[src/sv/realtime_command_recognizer_top_assert.svh]
// Assertion macros shared by the recognizer RTL.
`ifndef REALTIME_COMMAND_RECOGNIZER_TOP_ASSERT_SVH
`define REALTIME_COMMAND_RECOGNIZER_TOP_ASSERT_SVH

// Same-cycle implication, disabled while reset is asserted.
`define RCR_ASSERT_IMPLY(label, clk, rst_n, ante, cons, msg) \
	label: assert property (@(posedge clk) disable iff (!rst_n) (ante) |-> (cons)) \
		else $error(msg);

// Next-cycle implication, disabled while reset is asserted.
`define RCR_ASSERT_NEXT(label, clk, rst_n, ante, cons, msg) \
	label: assert property (@(posedge clk) disable iff (!rst_n) (ante) |=> (cons)) \
		else $error(msg);

`endif

[src/sv/rcr_pkg.sv]
package rcr_pkg;

	typedef enum logic [3:0] {
		ST_IDLE     = 4'd0,
		ST_DLE      = 4'd1,
		ST_DLE_EOT  = 4'd2,
		ST_ESC      = 4'd3,
		ST_PULSE_M  = 4'd4,
		ST_PULSE_T1 = 4'd5,
		ST_PULSE_T2 = 4'd6,
		ST_GS       = 4'd7,
		ST_GS_LP    = 4'd8,
		ST_LEN_LO   = 4'd9,
		ST_LEN_HI   = 4'd10,
		ST_FN       = 4'd11,
		ST_SKIP     = 4'd12,
		ST_TASK_Q   = 4'd13,
		ST_TASK_D   = 4'd14,
		ST_GS_I     = 4'd15
	} parse_state_t;

	typedef enum logic [2:0] {
		EV_STATUS       = 3'd0,
		EV_PULSE        = 3'd1,
		EV_QUERY_STATUS = 3'd2,
		EV_LAST_TASK    = 3'd3,
		EV_TASK_STATE   = 3'd4,
		EV_CLEAR_PAPER  = 3'd5,
		EV_DELETE_TASK  = 3'd6,
		EV_PRINTER_ID   = 3'd7
	} event_t;

	localparam logic [7:0] CH_DLE   = 8'h10;
	localparam logic [7:0] CH_EOT   = 8'h04;
	localparam logic [7:0] CH_ESC   = 8'h1B;
	localparam logic [7:0] CH_GS    = 8'h1D;
	localparam logic [7:0] CH_PULSE = 8'h70;
	localparam logic [7:0] CH_LPAR  = 8'h28;
	localparam logic [7:0] CH_ID    = 8'h49;
	localparam logic [7:0] CH_T     = 8'h54;

	localparam logic [7:0] SEL_PRINTER = 8'd1;
	localparam logic [7:0] SEL_OFFLINE = 8'd2;
	localparam logic [7:0] SEL_ERROR   = 8'd3;
	localparam logic [7:0] SEL_PAPER   = 8'd4;

	localparam logic [7:0] FN_QUERY_STATUS = 8'd1;
	localparam logic [7:0] FN_LAST_TASK    = 8'd2;
	localparam logic [7:0] FN_TASK_STATE   = 8'd3;
	localparam logic [7:0] FN_CLEAR_PAPER  = 8'd4;
	localparam logic [7:0] FN_DELETE_TASK  = 8'd5;

	localparam logic [7:0]  STATUS_BASE   = 8'h12;
	localparam logic [15:0] TASK_ID_BYTES = 16'd4;

endpackage

[src/sv/rcr_if.sv]
interface rcr_cmd_if;
	logic       valid;
	logic       ready;
	logic [7:0] data_byte;
	logic       first_of_buffer;
	logic [7:0] channel;
	logic       drawer_open;
	logic       platen_open;
	logic       paper_out;
	logic       paper_jammed;
	logic       head_hot;
	logic       motor_hot;
	logic       paper_low;

	modport source (
		output valid, data_byte, first_of_buffer, channel, drawer_open, platen_open,
			paper_out, paper_jammed, head_hot, motor_hot, paper_low,
		input  ready
	);
	modport sink (
		input  valid, data_byte, first_of_buffer, channel, drawer_open, platen_open,
			paper_out, paper_jammed, head_hot, motor_hot, paper_low,
		output ready
	);
endinterface

interface rcr_evt_if;
	logic        valid;
	logic        ready;
	logic [2:0]  event_res;
	logic [7:0]  status_byte;
	logic [31:0] task_or_pin;
	logic [8:0]  on_time;
	logic [8:0]  off_time;
	logic [7:0]  reply_channel;

	modport source (
		output valid, event_res, status_byte, task_or_pin, on_time, off_time, reply_channel,
		input  ready
	);
	modport sink (
		input  valid, event_res, status_byte, task_or_pin, on_time, off_time, reply_channel,
		output ready
	);
endinterface

[src/sv/realtime_command_recognizer_top.sv]
// Channel  Direction  Carries
// -------  ---------  ------------------------------------------------------
// cmd      in         one host byte, buffer-start flag, channel, sensor flags
// evt      out        one recognized event with its arguments
//
// Each byte is parsed in the cycle of its transfer; the parse state registers
// hold the command context and the event register holds the result.
// A new byte is taken every cycle while the event register is empty or drains.
// A stalled event holds off all bytes until it drains; at most one event per byte.
// arst_n clears the parse state and the event valid flag.
`include "realtime_command_recognizer_top_assert.svh"

module realtime_command_recognizer_top (
	input logic clk,
	input logic arst_n,
	rcr_cmd_if.sink   cmd,
	rcr_evt_if.source evt
);
	import rcr_pkg::*;

	parse_state_t state_q, state_d, state_cur;
	logic [15:0]  rem_q, rem_d, rem_full, len_m1;
	logic [1:0]   cnt_q, cnt_d;
	logic [31:0]  acc_q, acc_d, acc_ins;
	logic [7:0]   pin_q, pin_d;
	logic [7:0]   pon_q, pon_d;

	logic        emit;
	event_t      ev;
	logic [7:0]  stat;
	logic [31:0] arg;
	logic [8:0]  ont, offt;

	logic        evt_valid_q;
	event_t      ev_q;
	logic [7:0]  stat_q;
	logic [31:0] arg_q;
	logic [8:0]  ont_q, offt_q;
	logic [7:0]  chn_q;

	logic        cmd_fire;
	logic [7:0]  d;

	assign cmd.ready = !evt_valid_q || evt.ready;
	assign cmd_fire  = cmd.valid && cmd.ready;
	assign d         = cmd.data_byte;

	always_comb begin
		state_cur = cmd.first_of_buffer ? ST_IDLE : state_q;
		state_d   = state_q;
		rem_d     = rem_q;
		cnt_d     = cnt_q;
		acc_d     = acc_q;
		pin_d     = pin_q;
		pon_d     = pon_q;
		emit      = 1'b0;
		ev        = EV_STATUS;
		stat      = 8'd0;
		arg       = 32'd0;
		ont       = 9'd0;
		offt      = 9'd0;
		rem_full  = {d, rem_q[7:0]};
		len_m1    = rem_q - 16'd1;
		acc_ins   = acc_q;
		acc_ins[{cnt_q, 3'b000} +: 8] = d;

		if (cmd.first_of_buffer) begin
			state_d = ST_IDLE;
			rem_d   = 16'd0;
			cnt_d   = 2'd0;
			acc_d   = 32'd0;
		end

		case (state_cur)
			ST_IDLE: begin
				if (d == CH_DLE) begin
					state_d = ST_DLE;
				end else if (d == CH_ESC) begin
					state_d = ST_ESC;
				end else if (d == CH_GS) begin
					state_d = ST_GS;
				end else begin
					state_d = ST_IDLE;
				end
			end
			ST_DLE:  state_d = (d == CH_EOT) ? ST_DLE_EOT : ST_IDLE;
			ST_DLE_EOT: begin
				state_d = ST_IDLE;
				stat    = STATUS_BASE;
				emit    = 1'b1;
				case (d)
					SEL_PRINTER: stat[2] = cmd.drawer_open;
					SEL_OFFLINE: begin
						stat[2] = cmd.platen_open;
						stat[6] = cmd.paper_out;
					end
					SEL_ERROR: begin
						stat[2] = cmd.paper_out | cmd.platen_open;
						stat[5] = cmd.paper_jammed;
						stat[6] = cmd.head_hot | cmd.motor_hot;
					end
					SEL_PAPER: begin
						stat[3:2] = {2{cmd.paper_low}};
						stat[6:5] = {2{cmd.paper_out}};
					end
					default: emit = 1'b0;
				endcase
			end
			ST_ESC:      state_d = (d == CH_PULSE) ? ST_PULSE_M : ST_IDLE;
			ST_PULSE_M: begin
				pin_d   = d;
				state_d = ST_PULSE_T1;
			end
			ST_PULSE_T1: begin
				pon_d   = d;
				state_d = ST_PULSE_T2;
			end
			ST_PULSE_T2: begin
				emit    = 1'b1;
				ev      = EV_PULSE;
				arg     = {24'd0, pin_q};
				ont     = {pon_q, 1'b0};
				offt    = {d, 1'b0};
				state_d = ST_IDLE;
			end
			ST_GS: begin
				if (d == CH_LPAR) begin
					state_d = ST_GS_LP;
				end else if (d == CH_ID) begin
					state_d = ST_GS_I;
				end else begin
					state_d = ST_IDLE;
				end
			end
			ST_GS_I: begin
				emit    = 1'b1;
				ev      = EV_PRINTER_ID;
				arg     = {24'd0, d};
				state_d = ST_IDLE;
			end
			ST_GS_LP:  state_d = (d == CH_T) ? ST_LEN_LO : ST_IDLE;
			ST_LEN_LO: begin
				rem_d   = {8'd0, d};
				state_d = ST_LEN_HI;
			end
			ST_LEN_HI: begin
				if (rem_full == 16'd0) begin
					state_d = ST_IDLE;
					rem_d   = 16'd0;
				end else begin
					state_d = ST_FN;
					rem_d   = rem_full;
				end
			end
			ST_FN: begin
				// Anything that does not fit its expected length skips the
				// remaining parameter bytes without an event.
				if (d == FN_QUERY_STATUS || d == FN_LAST_TASK || d == FN_CLEAR_PAPER) begin
					if (len_m1 != 16'd0) begin
						rem_d   = len_m1;
						state_d = ST_SKIP;
					end else begin
						emit    = 1'b1;
						ev      = (d == FN_QUERY_STATUS) ? EV_QUERY_STATUS :
							(d == FN_LAST_TASK) ? EV_LAST_TASK : EV_CLEAR_PAPER;
						rem_d   = 16'd0;
						state_d = ST_IDLE;
					end
				end else if ((d == FN_TASK_STATE || d == FN_DELETE_TASK) &&
						len_m1 == TASK_ID_BYTES) begin
					acc_d   = 32'd0;
					cnt_d   = 2'd0;
					rem_d   = len_m1;
					state_d = (d == FN_TASK_STATE) ? ST_TASK_Q : ST_TASK_D;
				end else if (len_m1 != 16'd0) begin
					rem_d   = len_m1;
					state_d = ST_SKIP;
				end else begin
					rem_d   = 16'd0;
					state_d = ST_IDLE;
				end
			end
			ST_SKIP: begin
				rem_d = len_m1;
				if (len_m1 == 16'd0) begin
					state_d = ST_IDLE;
				end
			end
			ST_TASK_Q, ST_TASK_D: begin
				// The task id arrives least significant byte first.
				acc_d = acc_ins;
				cnt_d = cnt_q + 2'd1;
				if (cnt_q == 2'd3) begin
					emit    = 1'b1;
					ev      = (state_cur == ST_TASK_Q) ? EV_TASK_STATE : EV_DELETE_TASK;
					arg     = acc_ins;
					state_d = ST_IDLE;
					rem_d   = 16'd0;
					cnt_d   = 2'd0;
					acc_d   = 32'd0;
				end
			end
			default: state_d = ST_IDLE;
		endcase
	end

	always_ff @(posedge clk or negedge arst_n) begin
		if (!arst_n) begin
			state_q <= ST_IDLE;
			rem_q   <= 16'd0;
			cnt_q   <= 2'd0;
			acc_q   <= 32'd0;
			pin_q   <= 8'd0;
			pon_q   <= 8'd0;
		end else if (cmd_fire) begin
			state_q <= state_d;
			rem_q   <= rem_d;
			cnt_q   <= cnt_d;
			acc_q   <= acc_d;
			pin_q   <= pin_d;
			pon_q   <= pon_d;
		end
	end

	always_ff @(posedge clk or negedge arst_n) begin
		if (!arst_n) begin
			evt_valid_q <= 1'b0;
		end else if (cmd_fire) begin
			evt_valid_q <= emit;
		end else if (evt.ready) begin
			evt_valid_q <= 1'b0;
		end
	end

	always_ff @(posedge clk) begin
		if (cmd_fire && emit) begin
			ev_q   <= ev;
			stat_q <= stat;
			arg_q  <= arg;
			ont_q  <= ont;
			offt_q <= offt;
			chn_q  <= cmd.channel;
		end
	end

	assign evt.valid         = evt_valid_q;
	assign evt.event_res     = ev_q;
	assign evt.status_byte   = stat_q;
	assign evt.task_or_pin   = arg_q;
	assign evt.on_time       = ont_q;
	assign evt.off_time      = offt_q;
	assign evt.reply_channel = chn_q;

	`RCR_ASSERT_IMPLY(a_no_take_when_blocked, clk, arst_n,
		evt.valid && !evt.ready, !cmd.ready, "byte taken while an event is stalled")
	`RCR_ASSERT_IMPLY(a_skip_nonzero, clk, arst_n,
		state_q == ST_SKIP, rem_q != 16'd0, "skip state with zero remaining length")
	`RCR_ASSERT_IMPLY(a_times_even, clk, arst_n,
		evt.valid, !evt.on_time[0] && !evt.off_time[0], "pulse time is not doubled")
	`RCR_ASSERT_NEXT(a_buffer_start_idle, clk, arst_n,
		cmd_fire && cmd.first_of_buffer && cmd.data_byte != CH_DLE &&
			cmd.data_byte != CH_ESC && cmd.data_byte != CH_GS,
		state_q == ST_IDLE, "buffer start did not return the parser to idle")

endmodule

[src/flat_wrapper.sv]
// flat-port wrapper written by rule: the top's interface ports become plain ports
module realtime_command_recognizer_top_flat import rcr_pkg::*;
  (clk, arst_n, cmd_valid, cmd_data_byte, cmd_first_of_buffer, cmd_channel, cmd_drawer_open, cmd_platen_open, cmd_paper_out, cmd_paper_jammed, cmd_head_hot, cmd_motor_hot, cmd_paper_low, cmd_ready, evt_valid, evt_event_res, evt_status_byte, evt_task_or_pin, evt_on_time, evt_off_time, evt_reply_channel, evt_ready);
  rcr_cmd_if cmd_i ();
  rcr_evt_if evt_i ();
  input logic clk;
  input logic arst_n;
  input wire logic [$bits(cmd_i.valid)-1:0] cmd_valid;
  input wire logic [$bits(cmd_i.data_byte)-1:0] cmd_data_byte;
  input wire logic [$bits(cmd_i.first_of_buffer)-1:0] cmd_first_of_buffer;
  input wire logic [$bits(cmd_i.channel)-1:0] cmd_channel;
  input wire logic [$bits(cmd_i.drawer_open)-1:0] cmd_drawer_open;
  input wire logic [$bits(cmd_i.platen_open)-1:0] cmd_platen_open;
  input wire logic [$bits(cmd_i.paper_out)-1:0] cmd_paper_out;
  input wire logic [$bits(cmd_i.paper_jammed)-1:0] cmd_paper_jammed;
  input wire logic [$bits(cmd_i.head_hot)-1:0] cmd_head_hot;
  input wire logic [$bits(cmd_i.motor_hot)-1:0] cmd_motor_hot;
  input wire logic [$bits(cmd_i.paper_low)-1:0] cmd_paper_low;
  output wire logic [$bits(cmd_i.ready)-1:0] cmd_ready;
  output wire logic [$bits(evt_i.valid)-1:0] evt_valid;
  output wire logic [$bits(evt_i.event_res)-1:0] evt_event_res;
  output wire logic [$bits(evt_i.status_byte)-1:0] evt_status_byte;
  output wire logic [$bits(evt_i.task_or_pin)-1:0] evt_task_or_pin;
  output wire logic [$bits(evt_i.on_time)-1:0] evt_on_time;
  output wire logic [$bits(evt_i.off_time)-1:0] evt_off_time;
  output wire logic [$bits(evt_i.reply_channel)-1:0] evt_reply_channel;
  input wire logic [$bits(evt_i.ready)-1:0] evt_ready;
  assign cmd_i.valid = cmd_valid;
  assign cmd_i.data_byte = cmd_data_byte;
  assign cmd_i.first_of_buffer = cmd_first_of_buffer;
  assign cmd_i.channel = cmd_channel;
  assign cmd_i.drawer_open = cmd_drawer_open;
  assign cmd_i.platen_open = cmd_platen_open;
  assign cmd_i.paper_out = cmd_paper_out;
  assign cmd_i.paper_jammed = cmd_paper_jammed;
  assign cmd_i.head_hot = cmd_head_hot;
  assign cmd_i.motor_hot = cmd_motor_hot;
  assign cmd_i.paper_low = cmd_paper_low;
  assign cmd_ready = cmd_i.ready;
  assign evt_valid = evt_i.valid;
  assign evt_event_res = evt_i.event_res;
  assign evt_status_byte = evt_i.status_byte;
  assign evt_task_or_pin = evt_i.task_or_pin;
  assign evt_on_time = evt_i.on_time;
  assign evt_off_time = evt_i.off_time;
  assign evt_reply_channel = evt_i.reply_channel;
  assign evt_i.ready = evt_ready;
  realtime_command_recognizer_top u_core (.clk(clk), .arst_n(arst_n), .cmd(cmd_i), .evt(evt_i));
endmodule
[config.mk]
export PLATFORM = sky130hd
export DESIGN_NAME = realtime_command_recognizer_top_flat
export DESIGN_NICKNAME = d
export VERILOG_FILES = /design/src/sv/rcr_pkg.sv /design/src/sv/rcr_if.sv /design/src/sv/realtime_command_recognizer_top.sv /design/src/flat_wrapper.sv
export VERILOG_INCLUDE_DIRS = /design/src /design/src/sv
export SDC_FILE = /design/constraint.sdc
export NUM_CORES = 1
export LEC_CHECK = 0
export BUFFER_PORTS_ARGS = -buffer_cell sky130_fd_sc_hd__buf_2
export CORE_AREA = 2 2 155 157
export CTS_BUF_LIST = sky130_fd_sc_hd__clkbuf_4 sky130_fd_sc_hd__clkbuf_8
export DETAILED_ROUTE_END_ITERATION = 6
export DIE_AREA = 0 0 157 159
export PLACE_DENSITY = 0.59
export SYNTH_ARGS = -nofsm -noshare
export SYNTH_HDL_FRONTEND = slang
export SYNTH_SLANG_ARGS = --single-unit
[constraint.sdc]
create_clock -name clk -period 5.72 [get_ports clk]
set_clock_uncertainty 0.15 [all_clocks]
set_input_delay 1.144 -clock clk [delete_from_list [all_inputs] [get_ports clk]]
set_output_delay 1.144 -clock clk [all_outputs]
set_load 0.03 [all_outputs]
==> results of run 1 <==
## critical path, cell delays in order (launching register included)
cell       delay, ns
dfrtp_1         0.54
or4_1           0.76
nor4_2          0.37
nor4_4          0.12
nand4bb_1       0.40
a211oi_1        0.30
nor2_1          0.11
nor2_4          0.39
buf_12          0.32
## cell families (layout without fill, tap and decap cells)
group | after synthesis | after routing | synth area share, %
flops | 135 | 135 | 53.5
fa+ha+maj | 8 | 8 | 1.45
xor+xnor | 6 | 6 | 0.760
other cells | 1 | 4 | 0.0542
buf+inv | 66 | 146 | 3.91
compound gates | 186 | 186 | 18.5
simple gates | 246 | 246 | 19.2
mux | 16 | 16 | 2.61
## Yosys cell counts (all sizes together) (4+ instances only)
cell type,number
nor2b,37
a22o,26
nand4,5
dfrtp,71
nor3,17
ha,8
o2bb2ai,8
a21oi,44
or4,6
mux2,16
nand2,31
o211ai,4
a31oi,10
inv,12
nor4,11
buf,14
clkbuf,40
or3,6
nand2b,8
nand3,10
a211oi,5
and2,19
o21ai,38
a221oi,4
edfxtp,64
nor2,70
a22oi,19
and3,9
## sequential cells by signal, indices dropped and copies added, names as in the netlist
register	cells
u_core.evt.on_time	8
u_core.evt.valid	1
u_core.evt.event_res	3
u_core.rem_q	16
u_core.state_q	4
u_core.evt.off_time	8
u_core.pon_q	8
u_core.evt.reply_channel	8
u_core.cnt_q	2
u_core.pin_q	8
u_core.acc_q	32
u_core.evt.task_or_pin	32
u_core.evt.status_byte	5
## how the worst min path moves through the flow
stage                      end             from
3_3_place_gp   u_core.acc_q[0]  u_core.acc_q[0]
5_1_grt        u_core.acc_q[0]  u_core.acc_q[0]
3_5_place_dp   u_core.acc_q[0]  u_core.acc_q[0]
4_1_cts        u_core.acc_q[5]  u_core.acc_q[5]
2_1_floorplan  u_core.acc_q[0]  u_core.acc_q[0]
6_report       u_core.acc_q[0]  u_core.acc_q[0]
## where the power goes
group	switching, W	internal [W]
clock network	0.000385	0.000585
logic	0.000217	0.000147
registers	0.0000624	0.00109
total	0.000664	0.00182
## stage by stage
| stage | hold slack [ns] | worst slack, ns | cell area (um^2) | util, % |
|---|---|---|---|---|
| after floorplan | 0.299 | 0.946 | 6930 | - |
| after global placement | 0.312 | 1.67 | 7650 | 33.0 |
| after detailed placement | 0.317 | 1.57 | 7650 | 33.0 |
| after CTS | 0.339 | 1.89 | 8140 | 35.1 |
| after global routing | 0.349 | 1.61 | 8140 | 35.1 |
| final | 0.336 | 1.88 | 8140 | 35.1 |
## layer usage
| layer | share of wire (%) | track usage (%) | vias to the layer above |
|---|---|---|---|
| met2 | 47 | 23.5 | 201 |
| met3 | 6.4 | 3.78 | 20 |
| met1 | 45 | 20.7 | 2698 |
| li1 | - | - | 2601 |
| met4 | 1.7 | 4.55 | 0 |
| met5 | 0 | 0 | - |
## layout make-up
cell class | instances | share of cell area [%]
Inverter | 12 | 0.554
Sequential cell | 135 | 45.5
Multi-Input combinational cell | 466 | 36.4
Clock inverter | 12 | 2.75
Timing Repair Buffer | 102 | 6.67
Clock buffer | 20 | 3.23
Tap cell | 319 | 4.91
==> results.json, run 1 <==
{
  "status": "finished, final reports clean",
  "worst_r2r_startpoint": "u_core.rem_q[4]",
  "firstDrtPassIters": 4,
  "final_antenna_net_count": 0,
  "core_um2": 23200,
  "rsz0062_at_grt": "no",
  "netlist_instances": 664,
  "place_inst": 1034,
  "num_rows": 56,
  "final_common_cell": "buf_2",
  "power.total_w": 0.00248,
  "areaGrowthSynthToFinish_pct": 17.7,
  "start_kind": "register",
  "nNetsFinal": 770,
  "synth_top_area_share_pct": 27.8,
  "place_congestion": 0.928,
  "path_max_fanout": 54,
  "initialDrtViolationCount": 397,
  "track_usage_pct": 15.1,
  "clk_latency_ns": 0.46,
  "ys_types": 68,
  "place_hpwl_mm": 12.5,
  "setup_viol": 0,
  "dieArea_um2": 25000,
  "min_delay_path_depth": 1,
  "cts.clk_slew.worst_paths_ns": 0.09,
  "min_period_ns": 3.84,
  "initial_core_util_pct": 29.8,
  "r2r-end": "u_core.evt.task_or_pin[19]",
  "final_cell_mix": "buf_2 (94), dfrtp_1 (71), nor2_1 (69)",
  "worstSetupEndpoint": "u_core.evt.task_or_pin[19]",
  "final.fill_count": 2322,
  "drc": 0,
  "diodes": 0,
  "cts-htree-levels": 4,
  "hold_violations": 0,
  "routed_wl_mm": 18.5,
  "drv_cap": 0,
  "syn_area_per_cell_um2": 10.4,
  "numCtsBuffers": 17,
  "chipHeight_um": 159,
  "drive_above_1_share_pct": 21.8,
  "p_leak_nw": 3.29,
  "ctsRootBufferMaster": "clkbuf_8",
  "multi_input_area_um2": 2960,
  "num_vias": 5520,
  "synth_ff_type": "dfrtp_1",
  "endpoint_kind": "register",
  "cts_tree": "yes",
  "relSlewSlack_pct": 30.0,
  "worstPathRequired_ns": 5.70,
  "ys_seq_area_share_pct": 53.5,
  "die_w_um": 157,
  "synth_top_cells_by_area": "edfxtp_1 (28%), dfrtp_1 (26%), nor2_1 (3.8%)",
  "cts-resized-gates": 0,
  "synth_top_cell_by_area": "edfxtp_1",
  "viasPerCell": 5.18,
  "period_share_pct": 67.1,
  "grt_pass1_wl_mm": 29.6,
  "wl_per_cell_um": 17.4,
  "grt_remaining_overflow": 0,
  "layout.cells.non_filler": 1066,
  "async_flop_share_pct": 52.6,
  "tightest_slew_ns": 1.04,
  "regToRegSetupSlack_ns": 1.88,
  "cts_num_sinks": 135,
  "p_per_area_nw_per_um2": 305,
  "io_pins": 99,
  "maxSlewViolCount": 0,
  "seq_area_um2": 3700,
  "finalSetupTns_ns": 0,
  "worst_hold_path_type": "register to register",
  "ys_warn_count": 0,
  "grt_pass1_vias": 5249,
  "antenna_found_initial": 0,
  "critPathKind": "register to register",
  "synth_edf_count": 64,
  "crit_arrival_ns": 3.82,
  "port_buffers": 94,
  "grt_max_degree": 72,
  "clock_path_buffers": 2,
  "ctsHoldBuffers": 0,
  "post_cts_buffers": 0,
  "worst_r2r_path_depth": 8,
  "fmax_mhz": 260,
  "synth_area_um2": 6910,
  "startpoint": "u_core.rem_q[4]",
  "ys_ff_latch": 135,
  "ir_drop_uv": 127
}
Power figures use the tool's default switching activity.
==> run 2, diff against run 1 <==
--- a/config.mk
+++ b/config.mk
@@ -11,7 +11,7 @@
 export CTS_BUF_LIST = sky130_fd_sc_hd__clkbuf_4 sky130_fd_sc_hd__clkbuf_8
 export DETAILED_ROUTE_END_ITERATION = 6
 export DIE_AREA = 0 0 157 159
-export PLACE_DENSITY = 0.59
+export PLACE_DENSITY = 0.57
 export SYNTH_ARGS = -nofsm -noshare
 export SYNTH_HDL_FRONTEND = slang
 export SYNTH_SLANG_ARGS = --single-unit
==> constraint.sdc (replaced) <==
create_clock -name clk -period 3.9 [get_ports clk]
set_clock_uncertainty 0.15 [all_clocks]
set_input_delay 0.78 -clock clk [delete_from_list [all_inputs] [get_ports clk]]
set_output_delay 0.78 -clock clk [all_outputs]
set_load 0.03 [all_outputs]
==> results.json, run 2 (synthesis gave the netlist of run 1 again) <==
{
  "ir_drop_uv": 162,
  "start_kind": "register",
  "viasPerCell": 5.20,
  "place_area_um2": 7860,
  "num_rows": 56,
  "p_per_area_nw_per_um2": 411,
  "design_area_um2": 8250,
  "setup_viol": 0,
  "min_period_ns": 3.58,
  "p_leak_nw": 3.37,
  "fmax_mhz": 279,
  "grt_pass1_vias": 5393,
  "rsz0062_at_grt": "no",
  "final_antenna_net_count": 0,
  "final.fill_count": 2345,
  "layout.cells.non_filler": 1092,
  "areaGrowthSynthToFinish_pct": 19.3,
  "endpoint_kind": "register",
  "firstDrtPassIters": 5,
  "drive_above_1_share_pct": 24.5,
  "ctsHoldBuffers": 0,
  "path_max_fanout": 13,
  "nNetsFinal": 796,
  "dieArea_um2": 25000,
  "crit_arrival_ns": 3.60,
  "initial_core_util_pct": 29.8,
  "port_buffers": 94,
  "whs_ns": 0.196,
  "cts_tree": "yes",
  "grt_pass1_wl_mm": 30.2,
  "place_hpwl_mm": 12.7,
  "status": "finished, final reports clean",
  "hold_violations": 0,
  "place_congestion": 0.907,
  "cts.clk_slew.worst_paths_ns": 0.10,
  "routed_wl_mm": 19.1,
  "chipHeight_um": 159,
  "drv_cap": 0,
  "track_usage_pct": 15.5,
  "core_um2": 23200,
  "tightest_slew_ns": 1.05,
  "final_cell_mix": "buf_2 (94), dfrtp_1 (71), nor2_1 (69)",
  "critPathKind": "register to register",
  "ctsRootBufferMaster": "clkbuf_8",
  "wl_per_cell_um": 17.5,
  "numCtsBuffers": 17,
  "num_vias": 5678,
  "clock_path_buffers": 2,
  "antenna_found_initial": 0,
  "finalSetupTns_ns": 0,
  "diodes": 0,
  "die_w_um": 157,
  "relSlewSlack_pct": 29.1,
  "post_cts_buffers": 0,
  "grt_remaining_overflow": 0,
  "place_inst": 1060,
  "period_share_pct": 91.9,
  "initialDrtViolationCount": 500,
  "final_common_cell": "buf_2",
  "maxSlewViolCount": 0,
  "io_pins": 99,
  "drc": 0,
  "cts_num_sinks": 135,
  "worst_hold_path_type": "input port to asynchronous set/reset pin",
  "cts-htree-levels": 4,
  "cts-resized-gates": 0,
  "grt_max_degree": 72,
  "worstPathRequired_ns": 3.92,
  "clk_latency_ns": 0.46
}
[run 2: cell count changes in the layout (fill, tap and decap cells not counted)]
cell        change
buf_12          +1
buf_4          +25
clkinvlp_4      +3
bufinv_16       -5
inv_8           +2
clkbuf_8        -1
inv_6           +4
clkbuf_4        -2
clkinv_2        -2
clkinv_8        +1
[run 2: cell type report]
cell class                      instances  area, um^2  share of cell area [%]
Clock inverter                         15         160                    1.94
Multi-Input combinational cell        466        2960                    35.9
Timing Repair Buffer                  128         751                    9.10
Sequential cell                       135        3700                    44.8
Tap cell                              319         399                    4.84
Clock buffer                           17         234                    2.84
Inverter                               12        45.0                   0.546
[run 2: through the flow]
stage / total power [W] / setup slack (ns) / utilization [%]
2_1_floorplan: 0.00210 / 0.153 / -
3_3_place_gp: 0.00226 / 0.380 / 33.9
3_5_place_dp: 0.00227 / 0.325 / 33.9
4_1_cts: 0.00342 / 0.287 / 35.6
5_1_grt: 0.00355 / 0.138 / 35.6
6_report: 0.00339 / 0.315 / 35.6
[run 2: routing by layer]
layer	track usage (%)	part of all wire, %	up-vias
met5	0	0	-
met4	6.46	2.5	0
met3	3.67	7.2	33
met2	23.5	46	255
met1	21.2	44	2738
li1	-	-	2652
[run 2: where the power goes]
part | internal (W) | switching (W) | leakage, nW
sequential | 0.00159 | 0.0000843 | 1.59
clock | 0.000528 | 0.000622 | 0.187
combinational | 0.000227 | 0.000336 | 1.59
[run 2: worst max-delay path, stage by stage, from the launching register on]
cell,delay (ns)
dfrtp_1,0.46
or4_1,0.71
o41ai_1,0.39
nand4b_1,0.15
nand4bb_1,0.30
a211oi_1,0.26
nor2_1,0.11
nor2_4,0.48
buf_4,0.28
[run 2: worst paths after layout]
kind,startpoint,endpoint,slack (ns),depth (start not counted)
worst max-delay path,u_core.rem_q[0],u_core.evt.event_res[2],0.32,8
min in group clk,u_core.acc_q[1],u_core.acc_q[1],0.34,1
worst min register to register,u_core.acc_q[1],u_core.acc_q[1],0.34,1
worst min-delay path,arst_n,u_core.acc_q[29],0.20,2
worst max register to register,u_core.rem_q[0],u_core.evt.event_res[2],0.32,8
max in group asynchronous,arst_n,u_core.acc_q[1],3.06,2
==> run 3, diff against run 2 <==
==> constraint.sdc (replaced) <==
create_clock -name clk -period 3.9 [get_ports clk]
set_clock_uncertainty 0.15 [all_clocks]
set_input_delay 0.39 -clock clk [delete_from_list [all_inputs] [get_ports clk]]
set_output_delay 0.39 -clock clk [all_outputs]
set_load 0.03 [all_outputs]
==> results.json, run 3 (synthesis gave the netlist of run 1 again) <==
{
  "final_antenna_net_count": 0,
  "numCtsBuffers": 17,
  "num_rows": 56,
  "design_area_um2": 8290,
  "cp_slowest_cell": "or3b_1",
  "power.total_w": 0.00336,
  "hold_violations": 0,
  "antenna_found_initial": 0,
  "areaGrowthSynthToFinish_pct": 19.9,
  "drc": 0,
  "setup_viol": 0,
  "chipHeight_um": 159,
  "finalSetupTns_ns": 0,
  "grt_pass1_wl_mm": 30.8,
  "drv_cap": 0,
  "io_pins": 99,
  "tightest_slew_ns": 0.752,
  "start_kind": "register",
  "viasPerCell": 5.16,
  "grt_max_degree": 36,
  "maxSlewViolCount": 0,
  "diodes": 0,
  "crit_buf_inv": 2,
  "port_buffers": 94,
  "min_period_ns": 3.61,
  "fmax_mhz": 277,
  "nNetsFinal": 802,
  "dieArea_um2": 25000,
  "cp_cell_sequence": "inv_1, ha_1, or3b_1, o31a_1, nor3_1, nand4bb_1, a211oi_1, nor2_1, nor2_4, buf_12",
  "slowest_delay_ns": 0.49,
  "status": "finished, final reports clean",
  "path_max_fanout": 35,
  "final_common_cell": "buf_2",
  "num_vias": 5670,
  "firstDrtPassIters": 5,
  "period_share_pct": 92.6,
  "place_area_um2": 7820,
  "worst_hold_path_type": "input port to register",
  "crit_arrival_ns": 3.62,
  "worstPathRequired_ns": 3.90,
  "clock_path_buffers": 2,
  "drive_above_1_share_pct": 24.0,
  "core_um2": 23200,
  "post_cts_buffers": 0,
  "rsz0062_at_grt": "no",
  "cts.clk_slew.worst_paths_ns": 0.09,
  "p_per_area_nw_per_um2": 405,
  "track_usage_pct": 15.6,
  "grt_remaining_overflow": 0,
  "initialDrtViolationCount": 465,
  "cts-htree-levels": 4,
  "routed_wl_mm": 19.3,
  "layout.cells.non_filler": 1098,
  "endpoint_kind": "register",
  "final_cell_mix": "buf_2 (94), dfrtp_1 (71), nor2_1 (69)",
  "clk_latency_ns": 0.46,
  "grt_pass1_vias": 5509,
  "critPathKind": "register to register",
  "initial_core_util_pct": 29.8,
  "p_leak_nw": 3.40,
  "cts_num_sinks": 135,
  "place_congestion": 0.888,
  "place_inst": 1057,
  "die_w_um": 157,
  "relSlewSlack_pct": 49.4,
  "ctsRootBufferMaster": "clkbuf_8",
  "wl_per_cell_um": 17.5,
  "cts_tree": "yes",
  "ir_drop_uv": 178,
  "place_hpwl_mm": 13.0,
  "whs_ns": 0.0949,
  "crit_family": "simple AND/OR/NAND/NOR gates"
}
-- run 3: changes by cell type in the layout (fill, tap and decap cells not counted), moves of 2 or more --
cell and change:
buf_4 -2, clkinv_2 +2, clkinvlp_4 -3, dlygate4sd3_1 +9
-- run 3: worst reg2reg max path, delay by kind of cell (launching register included) --
family,cells,cell delay [ns]
adders and majority gates,1,0.28
buffers and inverters,2,0.36
DFF,1,0.46
and+or+nand+nor,5,1.44
AOI/OAI and AO/OA,2,0.60
-- run 3: per-stage QoR --
step / util, % / worst slack (ns)
after CTS: 35.7 / 0.248
after global placement: 33.7 / 0.339
after floorplan: - / 0.153
after detailed placement: 33.7 / 0.288
after global routing: 35.8 / 0.0637
final: 35.8 / 0.288
-- run 3: worst paths after layout --
kind | startpoint | end | slack, ns | cells past startpoint
setup / recovery | u_core.rem_q[0] | u_core.evt.on_time[1] | 0.29 | 10
hold / removal | cmd_paper_jammed | u_core.evt.status_byte[5] | 0.09 | 3
setup reg to reg | u_core.rem_q[0] | u_core.evt.on_time[1] | 0.29 | 10
hold reg to reg | u_core.acc_q[6] | u_core.acc_q[6] | 0.34 | 1
max in group asynchronous | arst_n | u_core.pin_q[0] | 2.50 | 3
min in group asynchronous | arst_n | u_core.acc_q[27] | 0.27 | 2
-- run 3: report_power, final --
| group | leakage, nW | switching, W | internal, W | total (W) |
|---|---|---|---|---|
| Sequential | 1.59 | 0.0000817 | 0.00159 | 0.00168 |
| Clock | 0.191 | 0.000641 | 0.000468 | 0.00111 |
| Combinational | 1.62 | 0.000339 | 0.000233 | 0.000573 |
-- run 3: what timing repair did --
| action | in CTS | in global routing |
|---|---|---|
| hold endpoints to repair | 25 | 0 |
| endpoints found under the setup margin | 0 | 35 |
| resized for setup | 0 | 1 |
| hold buffers | 9 | 0 |
-- run 3: final cells by class --
cell class | instances | area, um^2
sequential | 135 | 3700
multi-input combinational | 466 | 2970
timing repair buffer | 134 | 806
tap | 319 | 399
fill | 2356 | 14900
clock inverter | 15 | 138
inverter | 12 | 45.0
clock buffer | 17 | 234
-- run 3: routing by layer --
| layer | vias to the layer above | track usage [%] | part of all wire (%) |
|---|---|---|---|
| li1 | 2664 | - | - |
| met1 | 2760 | 21.4 | 46 |
| met2 | 219 | 24.6 | 47 |
| met3 | 27 | 3.38 | 5.8 |
| met4 | 0 | 5.21 | 2.0 |
| met5 | - | 0 | 0 |
